### config.mk
export PLATFORM = sky130hd
export DESIGN_NAME = counter_machine_auto_sequencer_top
export DESIGN_NICKNAME = d
export VERILOG_FILES = /design/src/sv/cmas_pkg.sv /design/src/sv/counter_machine_auto_sequencer_top.sv /design/src/sv/cmas_front.sv /design/src/sv/cmas_queue.sv /design/src/sv/cmas_back.sv
export SDC_FILE = /design/constraint.sdc
export NUM_CORES = 1
export LEC_CHECK = 0
export BUFFER_PORTS_ARGS = -buffer_cell sky130_fd_sc_hd__buf_2
export CORE_MARGIN = 5
export CORE_UTILIZATION = 50
export CTS_BUF_LIST = sky130_fd_sc_hd__clkbuf_16
export CTS_CLUSTER_DIAMETER = 80
export CTS_CLUSTER_SIZE = 10
export DETAILED_ROUTE_END_ITERATION = 16
export PLACE_DENSITY = 0.73
export SLEW_MARGIN = 0
export SYNTH_ARGS = -nofsm -noshare
export SYNTH_HDL_FRONTEND = slang
export SYNTH_HIERARCHICAL = 1
export SYNTH_SLANG_ARGS = --single-unit
### constraint.sdc
create_clock -name clk -period 10.8 [get_ports clk]
set_input_delay 1.08 -clock clk [delete_from_list [all_inputs] [get_ports clk]]
set_output_delay 1.08 -clock clk [all_outputs]
set_load 0.005 [all_outputs]
### src/sv/cmas_pkg.sv
// Shared types and constants for the counting machine auto sequencer.
// Used by the front, queue, back, top level and checker; depends on nothing.
`default_nettype none

package cmas_pkg;

    // Event codes on the input tuser field.
    localparam logic [2:0] OP_START = 3'd0;
    localparam logic [2:0] OP_TIMER = 3'd1;
    localparam logic [2:0] OP_COUNT = 3'd2;
    localparam logic [2:0] OP_CAM   = 3'd3;
    localparam logic [2:0] OP_RESET = 3'd4;

    // Configuration register indexes (byte address / 4).
    localparam logic [2:0] REG_STAMP_ENABLE      = 3'd0;
    localparam logic [2:0] REG_ACCUMULATE_TARGET = 3'd1;
    localparam logic [2:0] REG_CAM_TIMEOUT       = 3'd2;
    localparam logic [2:0] REG_FREE_RUN          = 3'd3;
    localparam logic [2:0] REG_BATCH_COIL        = 3'd4;
    localparam logic [2:0] REG_STAMP_COIL        = 3'd5;
    localparam logic [2:0] REG_LONG_PAUSE        = 3'd6;
    localparam logic [2:0] REG_BEEP_TOTAL        = 3'd7;

    // Actuator bits.
    localparam logic [6:0] ACT_HOPPER = 7'h01;
    localparam logic [6:0] ACT_FEED   = 7'h02;
    localparam logic [6:0] ACT_PUMP   = 7'h04;
    localparam logic [6:0] ACT_BATCH  = 7'h08;
    localparam logic [6:0] ACT_STAMP  = 7'h10;
    localparam logic [6:0] ACT_BUZZ   = 7'h20;
    localparam logic [6:0] ACT_SENSOR = 7'h40;

    localparam logic [15:0] COUNT_STEP  = 16'd100;
    localparam logic [6:0]  REM_LAST    = 7'd99;
    localparam logic [15:0] COUNT_MAX   = 16'hFFFF;
    localparam logic [19:0] TICK_MS     = 20'd1000;
    localparam logic [19:0] BEEP_ON_MS  = 20'd300;
    localparam logic [19:0] BEEP_OFF_MS = 20'd700;

    localparam int IN_TDATA_W  = 56;
    localparam int OUT_TDATA_W = 72;

    typedef enum logic [2:0] {
        PH_HOPPER = 3'd0,
        PH_FEED   = 3'd1,
        PH_BATCH  = 3'd2,
        PH_RETURN = 3'd3,
        PH_STAMP  = 3'd4,
        PH_DELAY  = 3'd5,
        PH_BEEP   = 3'd6,
        PH_ERROR  = 3'd7
    } phase_t;

    typedef enum logic [2:0] {
        EV_START,
        EV_TIMER,
        EV_COUNT,
        EV_CAM,
        EV_RESET,
        EV_NONE
    } ev_kind_t;

    typedef struct packed {
        ev_kind_t    kind;
        logic        pressed;
        logic        sensor_hit;
        logic [31:0] now_ms;
    } event_t;

    typedef struct packed {
        logic        stamp_enable;
        logic [15:0] accumulate_target;
        logic [15:0] cam_timeout_ms;
        logic [15:0] free_run_ms;
        logic [15:0] batch_coil_ms;
        logic [15:0] stamp_coil_ms;
        logic [19:0] long_pause_ms;
        logic [15:0] beep_total_ms;
    } cfg_t;

    typedef struct packed {
        logic        finished;
        logic [15:0] complete_count;
        logic [15:0] accumulate_count;
        logic [19:0] timer_ms;
        logic        timer_load;
        logic        sensor_clear;
        logic [6:0]  actuators;
        logic [2:0]  phase;
    } out_payload_t;

    localparam int OUT_PAYLOAD_W = $bits(out_payload_t);

endpackage

`default_nettype wire

### src/sv/counter_machine_auto_sequencer_top.sv
// A request passes through the event queue, then the output register (m_tvalid).
// Throughput: one request per cycle while the output is not stalled by m_tready.
// A finished result waiting in the output register does not block new input requests
// until the event queue (QUEUE_DEPTH entries) is full.
// Reset (rst_n, asynchronous, active low) returns the phase, actuators and counters
// to zero, empties the event queue and loads the configuration registers' defaults.
`default_nettype none

// Top level of the counting machine auto sequencer. Depends on cmas_pkg,
// cmas_front, cmas_queue and cmas_back.
//
// The front end decodes each input request into an event and writes it to a
// short queue. The back end takes one event per cycle from the queue, unless a
// result waits for m_tready, runs the phase sequencer for it (event rule, entry
// step of the next phase, beep tick and a possible fall-through into the delay
// phase all in the same cycle) and loads the result into an output register.
// Because the queue and the output register decouple the two sides, the input
// keeps flowing while a result waits for m_tready, until the queue fills.
//
// The configuration registers sit on an APB-style port at byte addresses
// 0, 4, ... 28. They are meant to be written only while the block is idle.
module counter_machine_auto_sequencer_top #(
    parameter int QUEUE_DEPTH = 2    // events buffered between front and back, 2 to 16
) (
    input  wire logic                                clk,
    input  wire logic                                rst_n,
    // Input request channel.
    input  wire logic                                s_tvalid,
    output logic                                     s_tready,
    // [0] switch_pressed, [16:1] sensor_count, [48:17] now_ms, rest zero.
    input  wire logic [cmas_pkg::IN_TDATA_W-1:0]     s_tdata,
    // [2:0] opcode.
    input  wire logic [2:0]                          s_tuser,
    // Result channel.
    output logic                                     m_tvalid,
    input  wire logic                                m_tready,
    // [2:0] phase, [9:3] actuators, [10] sensor_clear, [11] timer_load,
    // [31:12] timer_ms, [47:32] accumulate_count, [63:48] complete_count,
    // [64] finished, rest zero.
    output logic [cmas_pkg::OUT_TDATA_W-1:0]         m_tdata,
    // Configuration port.
    input  wire logic                                psel,
    input  wire logic                                penable,
    input  wire logic                                pwrite,
    input  wire logic [4:0]                          paddr,
    input  wire logic [31:0]                         pwdata,
    output logic [31:0]                              prdata,
    output logic                                     pready
);

    cmas_pkg::cfg_t         cfg_reg;
    logic                   cfg_write;
    logic [2:0]             cfg_index;

    logic                   q_push;
    cmas_pkg::event_t       q_push_event;
    logic                   q_full;
    logic                   q_pop;
    logic                   q_valid;
    cmas_pkg::event_t       q_head;
    cmas_pkg::out_payload_t out_payload;

    // ---------------------------------------------------------------------
    // Configuration registers. The write lands at the access cycle's edge.
    // ---------------------------------------------------------------------
    assign pready    = 1'b1;
    assign cfg_write = psel && penable && pwrite && pready;
    assign cfg_index = paddr[4:2];

    always_ff @(posedge clk or negedge rst_n)
    begin
        if (!rst_n)
        begin
            cfg_reg.stamp_enable      <= 1'b0;
            cfg_reg.accumulate_target <= 16'd10000;
            cfg_reg.cam_timeout_ms    <= 16'd3000;
            cfg_reg.free_run_ms       <= 16'd5000;
            cfg_reg.batch_coil_ms     <= 16'd500;
            cfg_reg.stamp_coil_ms     <= 16'd500;
            cfg_reg.long_pause_ms     <= 20'd300000;
            cfg_reg.beep_total_ms     <= 16'd3000;
        end
        else if (cfg_write)
        begin
            case (cfg_index)
                cmas_pkg::REG_STAMP_ENABLE:      cfg_reg.stamp_enable      <= pwdata[0];
                cmas_pkg::REG_ACCUMULATE_TARGET: cfg_reg.accumulate_target <= pwdata[15:0];
                cmas_pkg::REG_CAM_TIMEOUT:       cfg_reg.cam_timeout_ms    <= pwdata[15:0];
                cmas_pkg::REG_FREE_RUN:          cfg_reg.free_run_ms       <= pwdata[15:0];
                cmas_pkg::REG_BATCH_COIL:        cfg_reg.batch_coil_ms     <= pwdata[15:0];
                cmas_pkg::REG_STAMP_COIL:        cfg_reg.stamp_coil_ms     <= pwdata[15:0];
                cmas_pkg::REG_LONG_PAUSE:        cfg_reg.long_pause_ms     <= pwdata[19:0];
                cmas_pkg::REG_BEEP_TOTAL:        cfg_reg.beep_total_ms     <= pwdata[15:0];
                default:
                begin
                end
            endcase
        end
    end

    // Read back, zero-extended to the bus width.
    always_comb
    begin
        case (cfg_index)
            cmas_pkg::REG_STAMP_ENABLE:      prdata = {31'd0, cfg_reg.stamp_enable};
            cmas_pkg::REG_ACCUMULATE_TARGET: prdata = {16'd0, cfg_reg.accumulate_target};
            cmas_pkg::REG_CAM_TIMEOUT:       prdata = {16'd0, cfg_reg.cam_timeout_ms};
            cmas_pkg::REG_FREE_RUN:          prdata = {16'd0, cfg_reg.free_run_ms};
            cmas_pkg::REG_BATCH_COIL:        prdata = {16'd0, cfg_reg.batch_coil_ms};
            cmas_pkg::REG_STAMP_COIL:        prdata = {16'd0, cfg_reg.stamp_coil_ms};
            cmas_pkg::REG_LONG_PAUSE:        prdata = {12'd0, cfg_reg.long_pause_ms};
            cmas_pkg::REG_BEEP_TOTAL:        prdata = {16'd0, cfg_reg.beep_total_ms};
            default:                         prdata = '0;
        endcase
    end

    // ---------------------------------------------------------------------
    // Front end: decode requests into events.
    // ---------------------------------------------------------------------
    cmas_front u_front (
        .s_tvalid   (s_tvalid),
        .s_tready   (s_tready),
        .s_tdata    (s_tdata),
        .s_tuser    (s_tuser),
        .q_full     (q_full),
        .push       (q_push),
        .push_event (q_push_event)
    );

    // ---------------------------------------------------------------------
    // Event queue.
    // ---------------------------------------------------------------------
    cmas_queue #(
        .DEPTH (QUEUE_DEPTH)
    ) u_queue (
        .clk        (clk),
        .rst_n      (rst_n),
        .push       (q_push),
        .push_event (q_push_event),
        .full       (q_full),
        .pop        (q_pop),
        .valid      (q_valid),
        .head       (q_head)
    );

    // ---------------------------------------------------------------------
    // Back end: phase sequencer and output register.
    // ---------------------------------------------------------------------
    cmas_back u_back (
        .clk         (clk),
        .rst_n       (rst_n),
        .cfg         (cfg_reg),
        .q_valid     (q_valid),
        .ev          (q_head),
        .pop         (q_pop),
        .out_valid   (m_tvalid),
        .out_ready   (m_tready),
        .out_payload (out_payload)
    );

    assign m_tdata = {{(cmas_pkg::OUT_TDATA_W - cmas_pkg::OUT_PAYLOAD_W){1'b0}}, out_payload};

endmodule

`default_nettype wire

### src/sv/cmas_front.sv
// Front end: takes input requests and classifies them into events.
// Depends on cmas_pkg.
`default_nettype none

module cmas_front (
    input  wire logic                              s_tvalid,
    output logic                                   s_tready,
    input  wire logic [cmas_pkg::IN_TDATA_W-1:0]   s_tdata,
    input  wire logic [2:0]                        s_tuser,
    input  wire logic                              q_full,
    output logic                                   push,
    output cmas_pkg::event_t                       push_event
);

    logic [15:0] sensor_count;

    assign s_tready     = !q_full;
    assign push         = s_tvalid && !q_full;
    assign sensor_count = s_tdata[16:1];

    always_comb
    begin
        push_event.pressed    = s_tdata[0];
        push_event.sensor_hit = (sensor_count >= cmas_pkg::COUNT_STEP);
        push_event.now_ms     = s_tdata[48:17];
        case (s_tuser)
            cmas_pkg::OP_START: push_event.kind = cmas_pkg::EV_START;
            cmas_pkg::OP_TIMER: push_event.kind = cmas_pkg::EV_TIMER;
            cmas_pkg::OP_COUNT: push_event.kind = cmas_pkg::EV_COUNT;
            cmas_pkg::OP_CAM:   push_event.kind = cmas_pkg::EV_CAM;
            cmas_pkg::OP_RESET: push_event.kind = cmas_pkg::EV_RESET;
            default:            push_event.kind = cmas_pkg::EV_NONE;
        endcase
    end

endmodule

`default_nettype wire

### src/sv/cmas_queue.sv
// Small event queue between the front end and the sequencer back end.
// Depends on cmas_pkg.
`default_nettype none

module cmas_queue #(
    parameter int DEPTH = 2
) (
    input  wire logic             clk,
    input  wire logic             rst_n,
    input  wire logic             push,
    input  wire cmas_pkg::event_t push_event,
    output logic                  full,
    input  wire logic             pop,
    output logic                  valid,
    output cmas_pkg::event_t      head
);

    localparam int PTR_W = $clog2(DEPTH);
    localparam int CNT_W = $clog2(DEPTH + 1);

    cmas_pkg::event_t mem [DEPTH];

    logic [PTR_W-1:0] wr_ptr_reg, wr_ptr_next;
    logic [PTR_W-1:0] rd_ptr_reg, rd_ptr_next;
    logic [CNT_W-1:0] count_reg, count_next;

    assign full  = (count_reg == CNT_W'(DEPTH));
    assign valid = (count_reg != '0);
    assign head  = mem[rd_ptr_reg];

    always_comb
    begin
        wr_ptr_next = wr_ptr_reg;
        rd_ptr_next = rd_ptr_reg;
        count_next  = count_reg;
        if (push)
        begin
            wr_ptr_next = (wr_ptr_reg == PTR_W'(DEPTH - 1)) ? '0 : wr_ptr_reg + PTR_W'(1);
        end
        if (pop)
        begin
            rd_ptr_next = (rd_ptr_reg == PTR_W'(DEPTH - 1)) ? '0 : rd_ptr_reg + PTR_W'(1);
        end
        if (push && !pop)
        begin
            count_next = count_reg + CNT_W'(1);
        end
        else if (pop && !push)
        begin
            count_next = count_reg - CNT_W'(1);
        end
    end

    always_ff @(posedge clk or negedge rst_n)
    begin
        if (!rst_n)
        begin
            wr_ptr_reg <= '0;
            rd_ptr_reg <= '0;
            count_reg  <= '0;
        end
        else
        begin
            wr_ptr_reg <= wr_ptr_next;
            rd_ptr_reg <= rd_ptr_next;
            count_reg  <= count_next;
        end
    end

    always_ff @(posedge clk)
    begin
        if (push)
        begin
            mem[wr_ptr_reg] <= push_event;
        end
    end

endmodule

`default_nettype wire

### src/sv/cmas_back.sv
// Back end: the phase sequencer, its counters and the output register.
// Depends on cmas_pkg.
`default_nettype none

module cmas_back (
    input  wire logic                   clk,
    input  wire logic                   rst_n,
    input  wire cmas_pkg::cfg_t         cfg,
    input  wire logic                   q_valid,
    input  wire cmas_pkg::event_t       ev,
    output logic                        pop,
    output logic                        out_valid,
    input  wire logic                   out_ready,
    output cmas_pkg::out_payload_t      out_payload
);

    cmas_pkg::phase_t phase_reg, phase_next;
    logic [6:0]  act_reg, act_next;
    logic [15:0] acc_reg, acc_next;
    logic [6:0]  acc_rem_reg, acc_rem_next;
    logic [15:0] comp_reg, comp_next;
    logic [19:0] pause_reg, pause_next;
    logic        beep_on_reg, beep_on_next;
    logic [31:0] beep_start_reg, beep_start_next;
    logic        out_valid_reg, out_valid_next;
    cmas_pkg::out_payload_t out_reg, out_next;

    // Per-item responses that are not state.
    logic        rsp_clear;
    logic        rsp_load;
    logic [19:0] rsp_timer;
    logic        rsp_fin;

    assign pop         = q_valid && (!out_valid_reg || out_ready);
    assign out_valid   = out_valid_reg;
    assign out_payload = out_reg;

    // Next state: event handling, then the entry step of a new phase, then
    // the beep tick, then the entry of the delay phase that the tick or an
    // event may ask for.
    always_comb
    begin
        logic             ent_v;
        cmas_pkg::phase_t ent_ph;
        logic             ent_delay;
        logic             tick;
        logic [31:0]      diff;
        logic [31:0]      mag;

        phase_next      = phase_reg;
        act_next        = act_reg;
        acc_next        = acc_reg;
        acc_rem_next    = acc_rem_reg;
        comp_next       = comp_reg;
        pause_next      = pause_reg;
        beep_on_next    = beep_on_reg;
        beep_start_next = beep_start_reg;
        rsp_clear       = 1'b0;
        rsp_load        = 1'b0;
        rsp_timer       = '0;
        rsp_fin         = 1'b0;
        ent_v           = 1'b0;
        ent_ph          = cmas_pkg::PH_HOPPER;
        ent_delay       = 1'b0;
        tick            = 1'b0;

        case (ev.kind)
            cmas_pkg::EV_START:
            begin
                ent_v  = 1'b1;
                ent_ph = cmas_pkg::PH_HOPPER;
            end
            cmas_pkg::EV_NONE:
            begin
            end
            default:
            begin
                case (phase_reg)
                    cmas_pkg::PH_HOPPER:
                    begin
                        if (ev.kind == cmas_pkg::EV_TIMER)
                        begin
                            act_next = act_next & ~(cmas_pkg::ACT_HOPPER | cmas_pkg::ACT_PUMP);
                            ent_v    = 1'b1;
                            ent_ph   = cmas_pkg::PH_ERROR;
                        end
                        else if (ev.kind == cmas_pkg::EV_CAM && !ev.pressed)
                        begin
                            act_next  = act_next & ~cmas_pkg::ACT_HOPPER;
                            rsp_load  = 1'b1;
                            rsp_timer = '0;
                            ent_v     = 1'b1;
                            ent_ph    = cmas_pkg::PH_FEED;
                        end
                        else if (ev.kind == cmas_pkg::EV_RESET && ev.pressed)
                        begin
                            act_next  = act_next & ~(cmas_pkg::ACT_HOPPER | cmas_pkg::ACT_PUMP);
                            rsp_load  = 1'b1;
                            rsp_timer = '0;
                            ent_v     = 1'b1;
                            ent_ph    = cmas_pkg::PH_RETURN;
                        end
                    end
                    cmas_pkg::PH_FEED:
                    begin
                        if (ev.kind == cmas_pkg::EV_COUNT)
                        begin
                            if (acc_next != cmas_pkg::COUNT_MAX)
                            begin
                                acc_next     = acc_next + 16'd1;
                                acc_rem_next = (acc_rem_next == cmas_pkg::REM_LAST) ?
                                               7'd0 : acc_rem_next + 7'd1;
                            end
                            if (ev.sensor_hit)
                            begin
                                // Round the count down to a whole step of 100.
                                acc_next     = acc_next - {9'd0, acc_rem_next};
                                acc_rem_next = 7'd0;
                                rsp_load     = 1'b1;
                                rsp_timer    = '0;
                                act_next     = act_next & ~(cmas_pkg::ACT_FEED |
                                               cmas_pkg::ACT_PUMP | cmas_pkg::ACT_SENSOR);
                                ent_v        = 1'b1;
                                ent_ph       = cmas_pkg::PH_BATCH;
                            end
                        end
                        else if (ev.kind == cmas_pkg::EV_TIMER)
                        begin
                            act_next = act_next & ~(cmas_pkg::ACT_FEED |
                                       cmas_pkg::ACT_PUMP | cmas_pkg::ACT_SENSOR);
                            ent_v    = 1'b1;
                            ent_ph   = cmas_pkg::PH_BATCH;
                        end
                        else if (ev.kind == cmas_pkg::EV_RESET && ev.pressed)
                        begin
                            act_next  = act_next & ~(cmas_pkg::ACT_FEED |
                                        cmas_pkg::ACT_PUMP | cmas_pkg::ACT_SENSOR);
                            rsp_load  = 1'b1;
                            rsp_timer = '0;
                            ent_v     = 1'b1;
                            ent_ph    = cmas_pkg::PH_RETURN;
                        end
                    end
                    cmas_pkg::PH_BATCH:
                    begin
                        if (ev.kind == cmas_pkg::EV_TIMER)
                        begin
                            act_next = act_next & ~cmas_pkg::ACT_BATCH;
                            ent_v    = 1'b1;
                            ent_ph   = cmas_pkg::PH_RETURN;
                        end
                    end
                    cmas_pkg::PH_RETURN:
                    begin
                        if (ev.kind == cmas_pkg::EV_TIMER)
                        begin
                            act_next = act_next & ~cmas_pkg::ACT_HOPPER;
                            ent_v    = 1'b1;
                            ent_ph   = cmas_pkg::PH_ERROR;
                        end
                        else if (ev.kind == cmas_pkg::EV_CAM && ev.pressed)
                        begin
                            act_next  = act_next & ~cmas_pkg::ACT_HOPPER;
                            rsp_load  = 1'b1;
                            rsp_timer = '0;
                            ent_v     = 1'b1;
                            ent_ph    = cmas_pkg::PH_STAMP;
                        end
                    end
                    cmas_pkg::PH_STAMP:
                    begin
                        if (ev.kind == cmas_pkg::EV_TIMER)
                        begin
                            ent_v  = 1'b1;
                            ent_ph = cmas_pkg::PH_DELAY;
                            if (acc_reg >= cfg.accumulate_target)
                            begin
                                if (comp_next != cmas_pkg::COUNT_MAX)
                                begin
                                    comp_next = comp_next + 16'd1;
                                end
                                ent_ph = cmas_pkg::PH_BEEP;
                            end
                            if (cfg.stamp_enable)
                            begin
                                act_next = act_next & ~cmas_pkg::ACT_STAMP;
                            end
                        end
                    end
                    cmas_pkg::PH_DELAY:
                    begin
                        if (ev.kind == cmas_pkg::EV_TIMER)
                        begin
                            if (acc_reg >= cfg.accumulate_target)
                            begin
                                if (pause_reg <= cmas_pkg::TICK_MS)
                                begin
                                    pause_next   = '0;
                                    acc_next     = '0;
                                    acc_rem_next = 7'd0;
                                    ent_v        = 1'b1;
                                    ent_ph       = cmas_pkg::PH_HOPPER;
                                end
                                else
                                begin
                                    pause_next = pause_reg - cmas_pkg::TICK_MS;
                                    rsp_load   = 1'b1;
                                    rsp_timer  = cmas_pkg::TICK_MS;
                                end
                            end
                            else
                            begin
                                ent_v  = 1'b1;
                                ent_ph = cmas_pkg::PH_HOPPER;
                            end
                        end
                        else if (ev.kind == cmas_pkg::EV_RESET && ev.pressed)
                        begin
                            rsp_load     = 1'b1;
                            rsp_timer    = '0;
                            acc_next     = '0;
                            acc_rem_next = 7'd0;
                            comp_next    = '0;
                            rsp_clear    = 1'b1;
                            rsp_fin      = 1'b1;
                        end
                    end
                    cmas_pkg::PH_BEEP:
                    begin
                        if (ev.kind == cmas_pkg::EV_TIMER)
                        begin
                            tick = 1'b1;
                        end
                        else if (ev.kind == cmas_pkg::EV_RESET && ev.pressed)
                        begin
                            beep_on_next = 1'b0;
                            act_next     = act_next & ~cmas_pkg::ACT_BUZZ;
                            rsp_load     = 1'b1;
                            rsp_timer    = '0;
                            ent_delay    = 1'b1;
                        end
                    end
                    default:
                    begin
                    end
                endcase
            end
        endcase

        // Entry step of the new phase.
        if (ent_v)
        begin
            phase_next = ent_ph;
            case (ent_ph)
                cmas_pkg::PH_HOPPER:
                begin
                    rsp_clear = 1'b1;
                    act_next  = act_next | cmas_pkg::ACT_HOPPER | cmas_pkg::ACT_PUMP;
                    rsp_load  = 1'b1;
                    rsp_timer = {4'd0, cfg.cam_timeout_ms};
                end
                cmas_pkg::PH_FEED:
                begin
                    act_next  = act_next | cmas_pkg::ACT_SENSOR | cmas_pkg::ACT_FEED |
                                cmas_pkg::ACT_PUMP;
                    rsp_load  = 1'b1;
                    rsp_timer = {4'd0, cfg.free_run_ms};
                end
                cmas_pkg::PH_BATCH:
                begin
                    act_next  = act_next | cmas_pkg::ACT_BATCH;
                    rsp_load  = 1'b1;
                    rsp_timer = {4'd0, cfg.batch_coil_ms};
                end
                cmas_pkg::PH_RETURN:
                begin
                    act_next  = act_next | cmas_pkg::ACT_HOPPER;
                    rsp_load  = 1'b1;
                    rsp_timer = {4'd0, cfg.cam_timeout_ms};
                end
                cmas_pkg::PH_STAMP:
                begin
                    if (cfg.stamp_enable)
                    begin
                        act_next = act_next | cmas_pkg::ACT_STAMP;
                    end
                    rsp_load  = 1'b1;
                    rsp_timer = {4'd0, cfg.stamp_coil_ms};
                end
                cmas_pkg::PH_DELAY:
                begin
                    ent_delay = 1'b1;
                end
                cmas_pkg::PH_BEEP:
                begin
                    beep_start_next = ev.now_ms;
                    tick            = 1'b1;
                end
                default:
                begin
                end
            endcase
        end

        // Beep tick: elapsed time is the magnitude of the signed difference.
        diff = ev.now_ms - beep_start_next;
        mag  = diff[31] ? (32'd0 - diff) : diff;
        if (tick)
        begin
            if (mag >= {16'd0, cfg.beep_total_ms})
            begin
                beep_on_next = 1'b0;
                act_next     = act_next & ~cmas_pkg::ACT_BUZZ;
                rsp_load     = 1'b1;
                rsp_timer    = '0;
                ent_delay    = 1'b1;
            end
            else if (beep_on_next)
            begin
                beep_on_next = 1'b0;
                act_next     = act_next & ~cmas_pkg::ACT_BUZZ;
                rsp_load     = 1'b1;
                rsp_timer    = cmas_pkg::BEEP_OFF_MS;
            end
            else
            begin
                beep_on_next = 1'b1;
                act_next     = act_next | cmas_pkg::ACT_BUZZ;
                rsp_load     = 1'b1;
                rsp_timer    = cmas_pkg::BEEP_ON_MS;
            end
        end

        // Entry of the delay phase.
        if (ent_delay)
        begin
            phase_next = cmas_pkg::PH_DELAY;
            rsp_load   = 1'b1;
            rsp_timer  = cmas_pkg::TICK_MS;
            pause_next = cfg.long_pause_ms;
        end
    end

    // Outputs: the result item built from the updated state.
    always_comb
    begin
        out_next.phase            = phase_next;
        out_next.actuators        = act_next;
        out_next.sensor_clear     = rsp_clear;
        out_next.timer_load       = rsp_load;
        out_next.timer_ms         = rsp_timer;
        out_next.accumulate_count = acc_next;
        out_next.complete_count   = comp_next;
        out_next.finished         = rsp_fin;

        if (pop)
        begin
            out_valid_next = 1'b1;
        end
        else if (out_ready)
        begin
            out_valid_next = 1'b0;
        end
        else
        begin
            out_valid_next = out_valid_reg;
        end
    end

    always_ff @(posedge clk or negedge rst_n)
    begin
        if (!rst_n)
        begin
            phase_reg      <= cmas_pkg::PH_HOPPER;
            act_reg        <= '0;
            acc_reg        <= '0;
            acc_rem_reg    <= '0;
            comp_reg       <= '0;
            pause_reg      <= '0;
            beep_on_reg    <= 1'b0;
            beep_start_reg <= '0;
            out_valid_reg  <= 1'b0;
        end
        else
        begin
            out_valid_reg <= out_valid_next;
            if (pop)
            begin
                phase_reg      <= phase_next;
                act_reg        <= act_next;
                acc_reg        <= acc_next;
                acc_rem_reg    <= acc_rem_next;
                comp_reg       <= comp_next;
                pause_reg      <= pause_next;
                beep_on_reg    <= beep_on_next;
                beep_start_reg <= beep_start_next;
            end
        end
    end

    always_ff @(posedge clk)
    begin
        if (pop)
        begin
            out_reg <= out_next;
        end
    end

endmodule

`default_nettype wire

Word level (Yosys, flattened, before mapping)
Memory sizes are Yosys's and may differ from the RTL's.
Index checks and enable logic that the tools add are counted.
{ "totals": {"wordCells": 267, "in_bits": 103, "out_inout_bits": 107, "mem_count": 1, "ramBits": 74, "reg_bits": 289} }
{ "classes": {"reduce_logical": 42, "magnitude_cmp": 4, "add_sub_neg": 11, "n_mux": 143, "bitwise_logic": 1, "eq_ne": 37} }
{ "memory_table": {"columns": ["memory", "words", "width", "read_ports", "rd_clocked_by_memory_dff", "wr", "line", "source"], "rows": [
  ["u_queue.mem", 2, 37, 1, 0, 1, "cmas_queue.sv:21", "cmas_pkg::event_t mem [DEPTH];"]
]} }
{ "ops": {"columns": ["operator", "count"], "rows": [
  ["$mux 16", 17],
  ["$mux 20", 13],
  ["$pmux 32 s8", 1],
  ["$mux 7", 17],
  ["$mux 32", 3],
  ["$pmux 20 s4", 1],
  ["$pmux 16 s2", 2],
  ["$mux 1", 51],
  ["$pmux 7 s6", 1],
  ["$eq 3x3->1 const B", 13],
  ["$mux 3", 13],
  ["$pmux 7 s5", 1],
  ["$add 16x1->16 const B", 2],
  ["$ge 32x16->1", 1],
  ["$ne 16x16->1 const B", 2],
  ["$sub 1x32->32 const A", 1],
  ["$sub 32x32->32", 1],
  ["$eq 3x2->1 const B", 10],
  ["$mux 6", 5],
  ["$pmux 3 s5", 2],
  ["$le 20x10->1 const B", 1],
  ["$mux 10", 2],
  ["$sub 20x10->20 const B", 1],
  ["$ge 16x16->1", 1],
  ["other kinds (29)", 76]
]} }

Longest topological paths before layout
An unclocked memory read counts as a cell.
{ "logic_depth": {"ltp_word": 19, "mapped_depth": 40, "ltp_nobuf": 35} }

Modules after synthesis
The synthesis kept the hierarchy.
{ "by_module_without_submodules": {"columns": ["mod", "instances", "area_each_um2", "cells_per_inst"], "rows": [
  ["cmas_back", 1, 13533.0, 1643],
  ["counter_machine_auto_sequencer_top", 1, 5674.2, 431],
  ["cmas_queue", 1, 2941.6, 131],
  ["cmas_front", 1, 305.3, 43]
]} }

Worst setup path before layout
OpenSTA, ideal clock, no wires.
{ "synth_path": {"path_type": "register -> register", "start": "register cfg_reg[113] (netlist bit)", "end": "register u_back.pause_reg[11]", "path_stages_with_launch": 40, "setup_time_ns": 0.121, "arrival_time_ns": 9.156, "slack_ns": 1.523, "n_path_buf": 6, "synth_period_minus_slack_ns": 9.277, "path_cell_list": "dfstp_2 -> inv_1 -> ha_1 -> and4_1 -> nand4_1 -> nor4_1 -> nor4_1 -> clkbuf_1 -> nor2_1 -> buf_1 -> buf_1 -> mux2i_1 -> ha_1 -> and2_1 -> a221o_1 -> o211ai_1 -> a32o_1 -> o211ai_4 -> [4 not listed] -> clkbuf_1 -> nor2_1 -> xnor2_1 -> ha_1 -> a21o_1 -> a21o_1 -> a21oi_1 -> nor2b_1 -> o211ai_1 -> a211o_1 -> o2111ai_1 -> a211oi_1 -> o2111ai_1 -> or4bb_1 -> o31ai_2 -> mux2_2 -> a211o_1 -> a22o_1"} }
{ "synth_between": {"elab_chain_len": 16, "elab_cells_between_ends": 29} }
{ "synth_rtl": {"columns": ["element", "line", "source"], "rows": [
  ["start, declared", "counter_machine_auto_sequencer_top.sv:51", "cmas_pkg::cfg_t cfg_reg;"],
  ["$ge 16x16->1 *", "cmas_back.sv:176, cmas_back.sv:194", null],
  ["$mux 2", "cmas_back.sv:176", "if (acc_reg >= cfg.accumulate_target)"],
  ["$mux 3", "cmas_back.sv:172", "if (ev.kind == cmas_pkg::EV_TIMER)"],
  ["$pmux 3 s5", "cmas_back.sv:78", "case (phase_reg)"],
  ["$mux 3", "cmas_back.sv:67", "case (ev.kind)"],
  ["$eq 3x3->1", "cmas_back.sv:254", "case (ent_ph)"],
  ["$mux 32", "cmas_back.sv:254", null],
  ["$mux 32", "cmas_back.sv:251", "if (ent_v)"],
  ["$sub 32x32->32", "cmas_back.sv:306", "diff = ev.now_ms - beep_start_next;"],
  ["$sub 1x32->32", "cmas_back.sv:307", "mag = diff[31] ? (32'd0 - diff) : diff;"],
  ["$mux 32", "cmas_back.sv:307", null],
  ["$ge 32x16->1", "cmas_back.sv:310", "if (mag >= {16'd0, cfg.beep_total_ms})"],
  ["$mux 1", "cmas_back.sv:310", null],
  ["$mux 1", "cmas_back.sv:308", "if (tick)"],
  ["$ne 2x1->1 (no source line) / $reduce_bool 2->1 (equally long branches)", null, null],
  ["$reduce_and 5->1 (no source line)", null, null],
  ["end signal, assigned", "cmas_back.sv:394", "pause_reg <= pause_next;"],
  ["end, declared", "cmas_back.sv:22", "logic [19:0] pause_reg, pause_next;"]
]} }
Every way passes the cells marked *; elsewhere a longest branch is shown, timed or not.
A chain may end at the register's enable or synchronous reset.

Worst setup path in the final report
Same ends and word-level chain as after synthesis.

==> flow_metrics.py <==
metrics = {
    "outcome": {
        "status": "complete, no violations",
    },
    "synth": {
        "netlist_instances": 2248,
        "synth.most_common_cell": "nand2_1",
        "synth-edff-count": 135,
        "syn_area_um2": 22450,
        "synth_warnings": 6,
        "seq_area_frac_synth": 0.4326,
        "synth_area_leader_cell": "dfrtp_1",
        "ys_seq_elements": 359,
        "ys_types": 98,
        "async_flop_share": 0.6240,
        "synth.avg_cell_area_um2": 9.988,
        "synth_top_area_frac": 0.2006,
        "ys_top_cells_by_count": "nand2_1, dfrtp_1, mux2_2",
        "ys.flop_type": "dfrtp_1",
        "synthTopCellsByArea": "dfrtp_1, edfxtp_1, mux2_2",
    },
    "global_routing": {
        "overflow": 0,
        "grt_first_pass_wirelength_mm": 96.10,
        "first_global_vias": 17638,
        "grt_max_degree": 107,
        "antenna_found_initial": 3,
        "grt_usage": 0.2369,
    },
    "cts": {
        "cts.clk_slew.worst_paths_ns": 0.06,
        "htree_num_levels": 2,
        "clockRootBuffer": "clkbuf_16",
        "postCtsSetupBuffers": 0,
        "ctsHoldBuffers": 0,
        "clock_latency_ns": 0.60,
        "cts_resized": 0,
        "cts_buffers": 42,
        "cts_buffer_depth": 3,
        "cts_tree": "done",
        "clock-sinks": 359,
    },
    "timing": {
        "max_freq_mhz": 99.74,
        "maxSlewViolCount": 0,
        "setup_violations": 0,
        "worstMarginPinSlew_ns": 1.318,
        "hold_violations": 0,
        "fin_crit_ns": 10.03,
        "slew_headroom": 0.1137,
        "skew_ns": 0.06815,
        "finalCritPeriodShare": 0.9284,
        "rsz0062_at_grt": "false",
        "holdWs_ns": 0.4776,
        "fin_setup_tns_ns": 0,
    },
    "floorplanning": {
        "num_io_pins": 210,
        "core_area_um2": 44320,
        "start_util": 0.5067,
        "chipWidth_um": 221.9,
        "rows": 77,
        "dieArea_um2": 49250,
        "dieHeight_um": 221.9,
    },
    "power_and_ir_drop": {
        "power.internal_mw": 4.029,
        "power_density_nw_per_um2": 290.0,
        "p_seq_frac": 0.294,
        "irDropWorstVdd_v": 0.0001862,
        "power.leakage_nw": 10.48,
        "switching_share": 0.4363,
        "combPwrFrac": 0.526,
        "p_clk_frac": 0.180,
        "power.switching_mw": 3.119,
    },
    "route": {
        "drt-met1-wl_mm": 25.59,
        "dr_wl_met3_mm": 3.745,
        "ant_nets": 0,
        "totalWireLength_mm": 59.95,
        "highest_layer": "met4",
        "wl_met2_mm": 28.62,
        "drc_errors": 0,
        "viasPerCell": 6.026,
        "firstDrtPassIters": 7,
        "wl_per_cell_um": 20.25,
        "num_vias": 17844,
        "drt_iter0_drc": 1552,
    },
    "worst_hold_path": {
        "hold_path_class": "reg -> reg",
    },
    "setup_path": {
        "critPathKind": "reg -> reg",
        "crit_top_cell": "o21ai_0",
        "cpPeakStageDelay_ns": 0.81,
        "crit_path_end_kind": "register",
        "worstPathArrival_ns": 10.49,
        "start_kind": "register",
        "critPathBufInv": 4,
        "cp_top_family": "compound AO/OA/AOI/OAI gates",
        "worstPathRequired_ns": 11.26,
        "cp_slowest_cell": "nor4_1",
        "path_max_fanout": 16,
    },
    "job": {
        "cap_violations": 0,
    },
    "cells_and_area": {
        "fin_nets": 2514,
        "nFillCells": 3907,
        "largest_reg_flops": 117,
        "syn_to_final_growth_pct": 9.757,
        "drive_gt1_frac": 0.2146,
    },
    "placed_design": {
        "hpwl_mm": 42.75,
        "routabilityCongestion": 0.8994,
        "port-buffer-count": 162,
    },
}
-- through the flow --
step | setup WS (ns) | util | total power [mW] | cells | instance area [um^2]
2_1_floorplan | 1.523 | - | 4.767 | 2269 | 22530
3_3_place_gp | 1.158 | 0.5274 | 5.685 | 2882 | 23370
3_5_place_dp | 0.9854 | 0.5274 | 5.808 | 2882 | 23370
4_1_cts | 0.8973 | 0.5560 | 7.133 | 2959 | 24640
5_1_grt | 0.2513 | 0.5561 | 7.653 | 2961 | 24640
6_report | 0.7737 | 0.5561 | 7.148 | 2961 | 24640
-- tightest hold or removal path: cells and delay by family (launching register included) --
| family | cells | cell delay [ns] |
|---|---|---|
| simple gates | 1 | 0.04 |
| compound gates | 1 | 0.06 |
| flops | 1 | 0.33 |
-- per-layer routing --
layer	up-vias	global-route usage
met3	124	0.03138
met5	-	0
li1	8411	-
met4	0	0.08033
met1	8668	0.3176
met2	641	0.3991
-- power groups by stage --
stage / logic [mW] / registers, mW / clock network, mW
6_report: 3.76 / 2.10 / 1.29
2_1_floorplan: 2.72 / 2.04 / 0
3_5_place_dp: 3.69 / 2.12 / 0
5_1_grt: 4.13 / 2.14 / 1.38
4_1_cts: 3.71 / 2.10 / 1.32
3_3_place_gp: 3.58 / 2.10 / 0
-- layout by cell type (no fill, tap or decap), types with 34 or more instances in the layout --
cell,synthesis,layout
edfxtp_1,135,135
nor3_1,40,38
nand3_1,34,34
dfstp_2,44,44
inv_1,66,95
a21oi_1,118,118
clkbuf_16,0,43
a21o_1,38,38
dfrtp_1,180,179
o21ai_0,143,143
buf_2,13,161
ha_1,75,75
mux2_2,152,152
nor2_1,138,136
xnor2_1,44,44
nand2_1,284,283
mux2i_1,67,67
-- layout make-up --
cell class	count	area [um^2]	share of cell area
tap	592	740.7	0.03006
timing repair buffer	188	1028	0.04173
multi-input combinational	1675	11630	0.4719
clock buffer	43	1076	0.04366
sequential	359	9716	0.3942
inverter	68	257.7	0.01046
antenna	2	5.005	0.0002031
clock inverter	34	192.7	0.007818
-- kinds of logic after synthesis --
logic type / synth area share
XOR/XNOR: 0.02769
adder cells (fa/ha/maj): 0.04358
multiplexers: 0.1220
other: 0.0005015
AO/OA/AOI/OAI: 0.1605
flip-flops: 0.4326
buffers and inverters: 0.05494
AND/OR/NAND/NOR: 0.1581
-- path summary, 6_finish.rpt --
kind,slack [ns],from,to,cells past startpoint
worst min-delay path,0.48,u_back/beep_start_reg[19],u_back/beep_start_reg[19],2
min in group asynchronous,0.54,rst_n,cfg_reg[35],1
worst max register to register,0.77,cfg_reg[113],u_back/pause_reg[11],34
worst min register to register,0.48,u_back/beep_start_reg[19],u_back/beep_start_reg[19],2
max in group asynchronous,8.69,rst_n,cfg_reg[26],2
worst max-delay path,0.77,cfg_reg[113],u_back/pause_reg[11],34
Note: power is estimated with default switching activity, not from simulation.
